### config.mk
export PLATFORM = sky130hd
export DESIGN_NAME = slpe_decode
export DESIGN_NICKNAME = d
export VERILOG_FILES = /design/src/hdl/slpe_pkg.sv /design/src/hdl/slpe_decode.sv
export SDC_FILE = /design/constraint.sdc
export NUM_CORES = 1
export LEC_CHECK = 0
export BUFFER_PORTS_ARGS = -buffer_cell sky130_fd_sc_hd__buf_2
export CORE_MARGIN = 3
export CORE_UTILIZATION = 32
export DETAILED_ROUTE_END_ITERATION = 8
export GPL_TIMING_DRIVEN = 0
export PLACE_DENSITY = 0.81
export REMOVE_ABC_BUFFERS = 1
export SYNTH_ARGS = -nofsm -noshare
export SYNTH_HDL_FRONTEND = slang
export SYNTH_SLANG_ARGS = --single-unit
### constraint.sdc
create_clock -name vclk -period 1.2
set_input_delay 0.06 -clock vclk [all_inputs]
set_output_delay 0.06 -clock vclk [all_outputs]
set_load 0.01 [all_outputs]
### src/hdl/slpe_pkg.sv
// ----------------------------------------------------------------------------
// slpe_pkg
// Shared codes and types for the straight-line program evaluator.
// ----------------------------------------------------------------------------
package slpe_pkg;

   localparam logic CMD_LOAD = 1'b0;
   localparam logic CMD_OP   = 1'b1;

   localparam logic [1:0] FUNC_ADD  = 2'd0;
   localparam logic [1:0] FUNC_SUB  = 2'd1;
   localparam logic [1:0] FUNC_MUL  = 2'd2;
   // spare code, decodes as multiply
   localparam logic [1:0] FUNC_RSVD = 2'd3;

   // where an operand comes from once decoded
   typedef enum logic [1:0] {
      SRC_ZERO    = 2'd0,
      SRC_INPUT   = 2'd1,
      SRC_RESULT  = 2'd2,
      SRC_LITERAL = 2'd3
   } src_type;

   typedef struct packed {
      logic       bad;
      logic       last;
      logic [1:0] func;
      src_type    a_src;
      src_type    b_src;
   } op_ctrl_type;

endpackage

### src/hdl/slpe_decode.sv
// ----------------------------------------------------------------------------
// slpe_decode
// Operand decode: classifies each index, checks range and forms addresses.
// ----------------------------------------------------------------------------
module slpe_decode
   import slpe_pkg::*;
#(
   parameter int MAX_INPUTS  = 64,
   parameter int MAX_OPS     = 1024,
   parameter int VALUE_WIDTH = 64
) (
   input  logic [1:0]                  op_function,
   input  logic signed [10:0]          src1_index,
   input  logic                        src2_is_literal,
   input  logic signed [63:0]          src2_operand,
   input  logic                        last_op,
   input  logic [$clog2(MAX_OPS)-1:0]  op_position,
   input  logic [6:0]                  input_count,
   output op_ctrl_type                 ctrl,
   output logic [(MAX_INPUTS > 1 ? $clog2(MAX_INPUTS) : 1)-1:0] a_in_addr,
   output logic [(MAX_INPUTS > 1 ? $clog2(MAX_INPUTS) : 1)-1:0] b_in_addr,
   output logic [$clog2(MAX_OPS)-1:0]  a_res_addr,
   output logic [$clog2(MAX_OPS)-1:0]  b_res_addr,
   output logic [63:0]                 literal
);

   localparam int IW = MAX_INPUTS > 1 ? $clog2(MAX_INPUTS) : 1;
   localparam int PW = $clog2(MAX_OPS);
   localparam int SH = 64 - VALUE_WIDTH;
   localparam logic [63:0] MaxInputs = 64'(MAX_INPUTS);

   logic [63:0]        idx1;
   logic [63:0]        inv1;
   logic [63:0]        inv2;
   logic [63:0]        cnt;
   logic [63:0]        pos_wide;
   logic signed [63:0] lit_shl;
   src_type            a_kind;
   src_type            b_kind;

   function automatic src_type ref_kind(logic [63:0] idx, logic [63:0] count,
                                        logic [63:0] pos);
      src_type k;
      k = SRC_ZERO;
      if (idx[63]) begin
         if (~idx < count) begin
            k = SRC_INPUT;
         end
      end else if (idx < pos) begin
         k = SRC_RESULT;
      end
      return k;
   endfunction

   assign idx1     = 64'(src1_index);
   assign inv1     = ~idx1;
   assign inv2     = ~src2_operand;
   assign pos_wide = 64'(op_position);
   assign cnt      = (64'(input_count) < MaxInputs) ? 64'(input_count) : MaxInputs;

   assign a_kind = ref_kind(idx1, cnt, pos_wide);
   assign b_kind = src2_is_literal ? SRC_LITERAL : ref_kind(src2_operand, cnt, pos_wide);

   assign a_in_addr  = inv1[IW-1:0];
   assign b_in_addr  = inv2[IW-1:0];
   assign a_res_addr = idx1[PW-1:0];
   assign b_res_addr = src2_operand[PW-1:0];

   // literal kept at value width, sign extended
   assign lit_shl = src2_operand <<< SH;
   assign literal = lit_shl >>> SH;

   always_comb begin
      ctrl       = '0;
      ctrl.bad   = (a_kind == SRC_ZERO) || (b_kind == SRC_ZERO);
      ctrl.last  = last_op;
      ctrl.func  = op_function;
      ctrl.a_src = a_kind;
      ctrl.b_src = b_kind;
   end

endmodule

Word level (Yosys, flattened, before mapping):

Cells that the tools add are included.
W data, S select, Z words.

* bits in registers: 0
* input bits: 96
* output and inout port bits: 104
* logic and storage cells: 19

* $lt $le $gt $ge: 5
* multiplexer cells: 8
* bitwise operators: 3
* reductions and logical operators: 3

Operator list (number)
* $lt A64 B10 Y1: 2
* $lt A64 B7 Y1: 2
* $not A64 Y64: 2
* $mux W2: 5
* $lt A7 B7 Y1 const B: 1
* $mux W7: 1
* $not A6 Y6: 1
* $logic_not A2 Y1: 2
* $mux W1: 2
* $logic_or A1 B1 Y1: 1

Logic depth before layout (Yosys ltp):

* word-level depth: 8
* mapped depth: 8

Worst setup path after synthesis:

OpenSTA, ideal clock, no wires.

* path type: input port to output port
* from: input input_count[6]
* to: output ctrl[7] (netlist name)
* arrival time: 1.434 ns
* required time: 1.140 ns
* setup slack: -0.294 ns
* stages on the path: 7
* cell sequence: inv_1 > nand2_1 > ha_1 > a21o_1 > a211o_1 > a21oi_1 > o32ai_1

RTL lines
* start: declaration: line slpe_decode.sv:18 `input logic [6:0] input_count,`
* end: declaration: line slpe_decode.sv:19 `output op_ctrl_type ctrl,`

==> results.yml <==
timing:
  setup_ws_ns: -0.4987
  fin_crit_sh: 1.416
  slew_headroom: 0.7440
  slew_violations: 0
  fmax_mhz: 588.7
  worstMarginPinSlew_ns: 0.3805
  setup_viol_count_final: 5
  rsz0062_at_grt: "yes"
  hold_violations: 0
  min_period_ns: 1.699
logic_synthesis:
  synth_warnings: 0
  synthCells: 235
  seq_area_frac_synth: 0
  post_synth_num_cell_types: 32
  syn_avg_cell_area_um2: 7.331
  synth_area_mm2: 0.001723
job:
  drv_cap: 0
finish:
  drive_above_1_share: 0.6552
  fillerInstances: 562
  nClkBuffers: 0
  finish.utilization: 0.4727
  regArea_um2: 0
  layout_commonest_cell: "buf_2"
  layout_common_cells: "181 x buf_2, 20 x ha_1, 19 x nand4_1"
  multi_input_area_mm2: 0.001150
  nFlopsAndLatches: 0
  areaGrowthSynthToFinish_pct: 41.90
  num_antenna_cells: 0
  fin_nets: 476
  fin_cells: 418
routing:
  finalWirelength_mm: 7.319
  dr.first_iter.drc_count: 32
  detail-route-antenna-nets: 0
  vias: 2031
  wire_per_inst_um: 17.51
  first_pass_iters: 4
  post_drt_via_cell_ratio: 4.859
  drc: 0
placement:
  dp_hpwl_mm: 6.606
  dp_cells: 412
  gp_congestion: 0.9443
  portBuffers: 194
die:
  die_w_um: 79.38
  initial_core_util: 0.3331
  design.core.area_mm2: 0.005172
  die_area_mm2: 0.006300
  num_rows: 26
  die_h_um: 79.38
  io_pins: 200
critical_path:
  critical_path.slowest_cell: "nor4b_4"
  required_ns: 1.14
  cp_data_arrival_time_ns: 1.64
  crit_path_max_fanout: 4
  path_cells: "buf_8 > clkinvlp_4 > ha_4 > nand4b_1 > nor4_1 > nand2_1 > nor4b_4 > or2_1 > buf_2"
  worstSetupStartpointType: "input port"
  path_class: "input port to output pin"
  critical_path.max_stage_delay_ns: 0.32
  endpoint_kind: "output pin"
  cp_num_buf_inv: 3
  critPathTopFamily: "simple AND/OR/NAND/NOR gates"
global_routing:
  grt.total_usage: 0.2138
  overflow: 0
  grt_max_degree: 7
  first_global_vias: 1960
  grt_pass1_wl_mm: 10.58
  grt_antenna_before_repair: 0
pwr:
  clockPowerShare: 0
  ir_worst_vdd_v: 0.0001994
  p_comb_frac: 1.000
  p_leak_nw: 1.327
  switching_power_uw: 481.1
  switching_share: 0.5309
  powerDensity_mw_per_mm2: 370.7
  seqPwrFrac: 0
  internal_power_uw: 425.1
outcome:
  status: "finished, violations left"
  violations: "setup timing"
min_path:
  hold_path.class: "input port to output pin"
==> path summary, 6_finish.rpt <==
check,from,end,slack (ns),cells after the start
worst max-delay path,input_count[6],ctrl[0],-0.50,9
worst min-delay path,last_op,ctrl[6],0.12,0
==> per-stage QoR <==
stage	area (µm²)	hold WS, ns	power [mW]	worst slack (ns)	TNS (ns)
after floorplan	1070	0.1200	0.2316	-0.2940	-0.5144
after global placement	2128	0.1201	0.7882	-0.7333	-2.553
after detailed placement	2128	0.1201	0.7956	-0.7275	-2.568
after CTS	2332	0.1201	0.8664	-0.5349	-1.738
after global routing	2445	0.1201	1.003	-0.6480	-2.414
final	2445	0.1200	0.9062	-0.4987	-1.889
==> cells in the mapped netlist (4+ instances only) <==
master / number / area, µm²
buf_4: 87 / 653.1
ha_1: 30 / 375.4
inv_1: 24 / 90.09
nand4_1: 19 / 118.9
nor4_1: 16 / 100.1
nand2_1: 9 / 33.78
a21o_1: 5 / 37.54
a21oi_1: 5 / 25.02
nor2_1: 5 / 18.77
nand3_1: 4 / 20.02
o21ai_0: 4 / 20.02
==> area by class of cell <==
cell class / instances / share of cell area
multi-input cells: 124 / 0.4703
inverters: 24 / 0.04043
well taps: 70 / 0.03582
repair buffers: 200 / 0.4534
==> power by group through the flow <==
stage                     registers (mW)  clock network, mW  logic, mW
after floorplan                        0                  0      0.232
after global placement                 0                  0      0.788
after detailed placement               0                  0      0.796
after CTS                              0                  0      0.866
after global routing                   0                  0       1.00
final                                  0                  0      0.906
==> kinds of logic after synthesis <==
kind of cell	share of synthesized area
compound gates	0.1009
fa+ha+maj	0.2179
buf+inv	0.4314
simple gates	0.2498
==> repair_timing <==
item,4_1_cts,5_1_grt
buffers inserted,2,4
endpoints found under the hold margin,0,0
gates resized for setup,39,18
endpoints found under the setup margin,5,5
pin swaps,16,16
gates cloned,0,0
hold buffers,0,0
==> per-layer routing <==
metal,global-route usage,up-vias,share of wire
li1,-,988,-
met1,0.2750,913,0.40
met2,0.3737,126,0.48
met3,0.05530,4,0.11
met4,0.01375,0,0.0066
met5,0,-,0
Power figures use the tool's default switching activity.
