<file path="src/hdl/slpe_ram.sv">
// ----------------------------------------------------------------------------
// slpe_ram
// Generic RAM: one write port, two read ports, registered read data.
// ----------------------------------------------------------------------------
module slpe_ram #(
   parameter int WIDTH = 64,
   parameter int DEPTH = 64
) (
   input  logic                                    clock,
   input  logic                                    wr_en,
   input  logic [(DEPTH > 1 ? $clog2(DEPTH) : 1)-1:0] wr_addr,
   input  logic [WIDTH-1:0]                        wr_data,
   input  logic                                    rd_en,
   input  logic [(DEPTH > 1 ? $clog2(DEPTH) : 1)-1:0] rd_addr_a,
   input  logic [(DEPTH > 1 ? $clog2(DEPTH) : 1)-1:0] rd_addr_b,
   output logic [WIDTH-1:0]                        rd_data_a,
   output logic [WIDTH-1:0]                        rd_data_b
);

   logic [WIDTH-1:0] mem_ff [DEPTH];
   logic [WIDTH-1:0] rd_a_ff;
   logic [WIDTH-1:0] rd_b_ff;

   always_ff @(posedge clock) begin
      if (wr_en) begin
         mem_ff[wr_addr] <= wr_data;
      end
      if (rd_en) begin
         rd_a_ff <= mem_ff[rd_addr_a];
         rd_b_ff <= mem_ff[rd_addr_b];
      end
   end

   assign rd_data_a = rd_a_ff;
   assign rd_data_b = rd_b_ff;

endmodule

</file>
<file path="config.mk">
export PLATFORM = sky130hd
export DESIGN_NAME = slpe_ram
export DESIGN_NICKNAME = d
export VERILOG_FILES = /design/src/hdl/slpe_ram.sv
export SDC_FILE = /design/constraint.sdc
export NUM_CORES = 2
export LEC_CHECK = 0
export ABC_AREA = 0
export BUFFER_PORTS_ARGS = -buffer_cell sky130_fd_sc_hd__buf_2
export CAP_MARGIN = 20
export CORE_UTILIZATION = 45
export CTS_BUF_LIST = sky130_fd_sc_hd__clkbuf_4
export CTS_CLUSTER_SIZE = 8
export DETAILED_ROUTE_END_ITERATION = 12
export GPL_ROUTABILITY_DRIVEN = 0
export PLACE_DENSITY_LB_ADDON = 0.1
export SETUP_SLACK_MARGIN = 0.2
export SYNTH_ARGS = -nofsm -noshare
export SYNTH_HDL_FRONTEND = slang
export SYNTH_SLANG_ARGS = --single-unit
</file>
<file path="constraint.sdc">
create_clock -name clock -period 8.5 [get_ports clock]
set_input_delay 0.85 -clock clock [delete_from_list [all_inputs] [get_ports clock]]
set_output_delay 0.85 -clock clock [all_outputs]
set_load 0.01 [all_outputs]
</file>
# [Word-level counts from Yosys, hierarchy flattened]
# Memories as Yosys holds them, arrays and structs flattened. A register that Yosys moved wholly into a read port is not among the register bits.
# Cells that the tools add are included.
[totals] n_memories=1 ramBits=4096 reg_bits=0
[op_classes] muxes=2
[memory_table] memory="mem_ff" depth=64 word_bits=64 rd=2 rd_ports_with_merged_regs=2 wr=1 line_no="20" source="logic [WIDTH-1:0] mem_ff [DEPTH];"
[ops] op="2-to-1 mux 1 bit" count=2

# [Depth between registers and ports, before layout]
[depth] ltp_word=2 ltp_mapped=9

# [Worst setup path after synthesis]
# Ideal clock, no wire load.
[synth_timing] path_kind="input-to-reg" from="input port wr_addr[3] (netlist name)" to="memory mem_ff[48][0], enable pin" arrival_ps=5696 cell_stages=4 path_buffers=1 required_ps=7936 setup_time_ps=564 slack_ps=2240 path_cell_list="clkbuf_1 > nor2b_1 > nand4b_1 > nor3_1"
[synth_rtl] element="from (decl)" line_no="11" source="input logic [(DEPTH > 1 ? $clog2(DEPTH) : 1)-1:0] wr_addr,"
[synth_rtl] element="to (decl)" line_no="20"
# No word-level cell before the write port.

==> results <==
- Summing over every cut layer, the via total after detailed routing is 116000.
- The total of flip-flops plus latches after synthesis is 4224.
- The number of max-slew violations in the final report is 0.
- The detail-routed via count per cell is 7.13.
- The setup total negative slack is 0 ps.
- The cell taking the most area after synthesis is edfxtp_1.
- STA classifies the critical path startpoint as a primary input.
- Compared with the post-synthesis result, the final layout area differs by 12.7%.
- The worst-case clock buffer depth is 5.
- Dividing the final minimum period by the clock period gives 50.9%.
- Dividing the synthesized area by the synthesized cell count gives 21.4 um2.
- The number of enable flip-flop cells after synthesis is 4224.
- Sequential cells account for 51.4% of the total power.
- Setup repair after global routing left no endpoint under its margin.
- The startpoint identified for the worst register-to-register timing path is mem_ff[27][52].
- During synthesis, Yosys emitted a total of 0 warnings.
- The start point of the worst min-delay path is wr_data[16].
- In this run the core area contains 237 standard-cell rows.
- The post-CTS setup repair buffer count is 0.
- TritonCTS built the clock tree.
- The net count reported at finish is 10000.
- The number of nets in the synthesized netlist is 8926.
- IR analysis of the VDD net gives a maximum drop of 0.000138 V.
- In the final layout, the share of cells above drive strength 1 is 42.1%.
- The primary flip-flop cell chosen by synthesis mapping is edfxtp_1.
- The cell area that synthesis handed to floorplanning was 189000 um2.
- In the post-synthesis netlist, the biggest area contributors are edfxtp_1, mux4_2, o22ai_1, mux2i_1, buf_2.
- The final count of negative-setup-slack endpoints is 0.
- The initial antenna violation count is 88.
- The number of nets with antenna violations after routing is 0.
- The total wirelength of the detailed-routed design is 740000 um.
- CTS built an H-tree with a depth of 7.
- At the later pin of the worst-skew pair, clock insertion delay measures 1760 ps.
- Internal power comes to 34.3 mW.
- In this run, the combinational gates consume 8.2% of the power.
- The total clock buffers created by CTS is 1204.
- The kind of capture point of the worst setup path is a flip-flop.
- The final number of hold-violating endpoints was 0.
- Global routing consumed, over all layers together, 34.9% of the routing resources.
- From left edge to right edge, the die measures 650 um.
- The worst-case clock skew is 127 ps.
- Data arrives at the worst endpoint at 5710 ps.
- The cell sitting at the root of the clock tree is a clkbuf_4.
- The fraction of the yosys area taken by sequential cells is 67.1%.
- Based on the critical path, the design can be clocked at up to 231 MHz.
- The switching power of the nets is 11.2 mW.
- The total global routing overflow is 0.
- The number of clock sinks is 4224.
- The count of placed standard cells including taps is 14100.
- Counting flops with an async set or reset pin after synthesis yields a share of 0%.
- The switching share of power is 24.6%.
- The total iterations of the first detailed-routing run is 6.
- Of the total power, the clock network draws 40.4%.
- The worst pin sits at a relative slew slack of 11.1%.
- The worst setup path is of the in2reg kind.
- The tightest min-delay check is of the in2reg type.
- After clock tree synthesis, the clock-pin slew on the worst setup and hold paths is 60 ps.
- The required time of the critical path is 9890 ps.
- The final cell count without fillers is 16300.
- The number of distinct standard cells referenced by the synthesized netlist is 41.
- The register-to-register setup slack is 5930 ps.
- Measured along the y axis, the die boundary spans 650 um.
- The top-area cell type share of the netlist area is 67.1%.
- The initial detailed-routing violation count is 18100.
- The starting density of the core is 45.3%.
- For the pin with the worst max-slew slack, the measured transition is 1330 ps.
- The largest net degree at the start of global routing is 117.
- The number of violations of the max-capacitance limit is 0.
- The number of port buffers is 212.
- The worst path needs 4330 ps of the cycle, external delays included.
- The first global-routing pass estimated 993000 um of wire.
- The via count of the first global-routing pass was 117000.
- The launch point of the worst path is rd_addr_a[2].
- The routed length per placed instance is 45.3 um.
- For this design the ratio of total power to cell area is 214 nW/um2.
- The run finished with clean final reports.
- The number of instances in the synthesized netlist is 8841.
- Summed over all cells, the static leakage comes to 67.0 nW.
- The biggest fanout along the worst timing path is 116.
- The area of the placeable core is 418000 um2.
- The total die area is 423000 um2.
- The final design utilization is 51.1%.
- During I/O placement, the number of pins put on the boundary was 213.
- After detailed routing, the number of remaining DRC violations is 0.
- Detailed placement ended at an HPWL of 406000 um.
worst max-delay path, cell delays in order:
cell and delay, ps:
dlygate4sd3_1 570, buf_8 420, buf_12 760, and2_4 770
buf_12 410, a221oi_1 330, a221oi_1 1140
kinds of logic (layout without fill, tap and decap cells):
family / count (synthesis) / count (layout) / share of synthesized area [%]
flops: 4224 / 4224 / 67.1
buf+inv: 743 / 2601 / 2.03
mux: 2209 / 2209 / 25.0
compound gates: 1247 / 1247 / 4.77
other cells: 0 / 137 / 0
simple gates: 418 / 418 / 1.07
layer usage:
metal	part of all wire [%]	track usage, %	up-vias
li1	-	-	42800
met3	12	8.78	1865
met5	0.028	0	-
met4	5.7	18.6	28
met1	36	45.6	62800
met2	47	54.4	8951
cells in the final DEF (no fill, tap or decap), types with 26 or more instances in the layout:
cell,count
edfxtp_1,4224
mux4_2,2016
clkbuf_4,1710
o22ai_1,533
buf_4,273
buf_2,205
mux2i_1,177
clkinv_1,174
diode_2,137
a22o_1,136
a221oi_1,133
a21oi_1,128
nor2_1,98
dlygate4sd3_1,87
a211oi_1,79
buf_12,78
o221ai_1,73
nor2_4,65
nor3_1,61
nor4_1,54
o22a_1,51
a22oi_1,37
nand2_1,26
path summary, 6_finish.rpt:
path         cells past startpoint             end
max                              7   rd_data_a[17]
min                              2  mem_ff[30][16]
max reg2reg                      4   rd_data_a[52]
min reg2reg                      4    rd_data_b[0]
area by class of cell:
| cell class | count | area [um2] |
|---|---|---|
| fillers | 33700 | 204000 |
| flip-flops and latches | 4224 | 127000 |
| multi-input cells | 3874 | 59100 |
| clock buffers | 1710 | 12800 |
| well taps | 5497 | 6880 |
| repair buffers | 650 | 5610 |
| clock inverters | 240 | 1490 |
| diodes | 137 | 343 |
| inverters | 1 | 6.26 |
sequential cells by signal, summed over array words and instances, names as in the netlist:
| register | count |
|---|---|
| rd_data_b | 64 |
| mem_ff | 4096 |
| rd_data_a | 64 |
cell usage after synthesis (all sizes together), types with 12 or more instances:
master   instances
mux4          2016
a31oi           14
a221oi         153
a21oi          128
nand3           18
clkbuf         297
nor2b           30
nor3            63
nand2           39
a2111oi         12
o22a            51
a22oi           37
nand2b          18
mux2i          177
a311oi          13
nor2           164
a211oi          79
edfxtp        4224
a22o           136
buf            445
nor4            55
mux2            16
o22ai          533
o221ai          73
power groups by stage:
stage	clock network (mW)	logic, mW	registers (mW)
final	18.4	3.73	23.4
after global routing	19.7	3.84	23.4
after CTS	18.6	3.68	23.4
after detailed placement	0	3.64	23.8
after global placement	0	3.61	23.8
after floorplan	0	2.09	23.7
stage by stage:
stage	setup WS (ps)	area (um2)	hold slack, ps	power [mW]
4_1_cts	4530	212000	22.8	45.7
5_1_grt	4460	213000	-6.60	46.9
3_3_place_gp	3270	197000	964	27.4
2_1_floorplan	2240	189000	858	25.8
6_report	4170	213000	39.8	45.5
3_5_place_dp	3200	197000	975	27.5
repair_timing:
action | 4_1_cts | 5_1_grt
resized for setup | 0 | 0
hold endpoints to repair | 4386 | 23
hold buffers | 83 | 4
setup endpoints to repair | 0 | 0
Power figures use the tool's default switching activity.
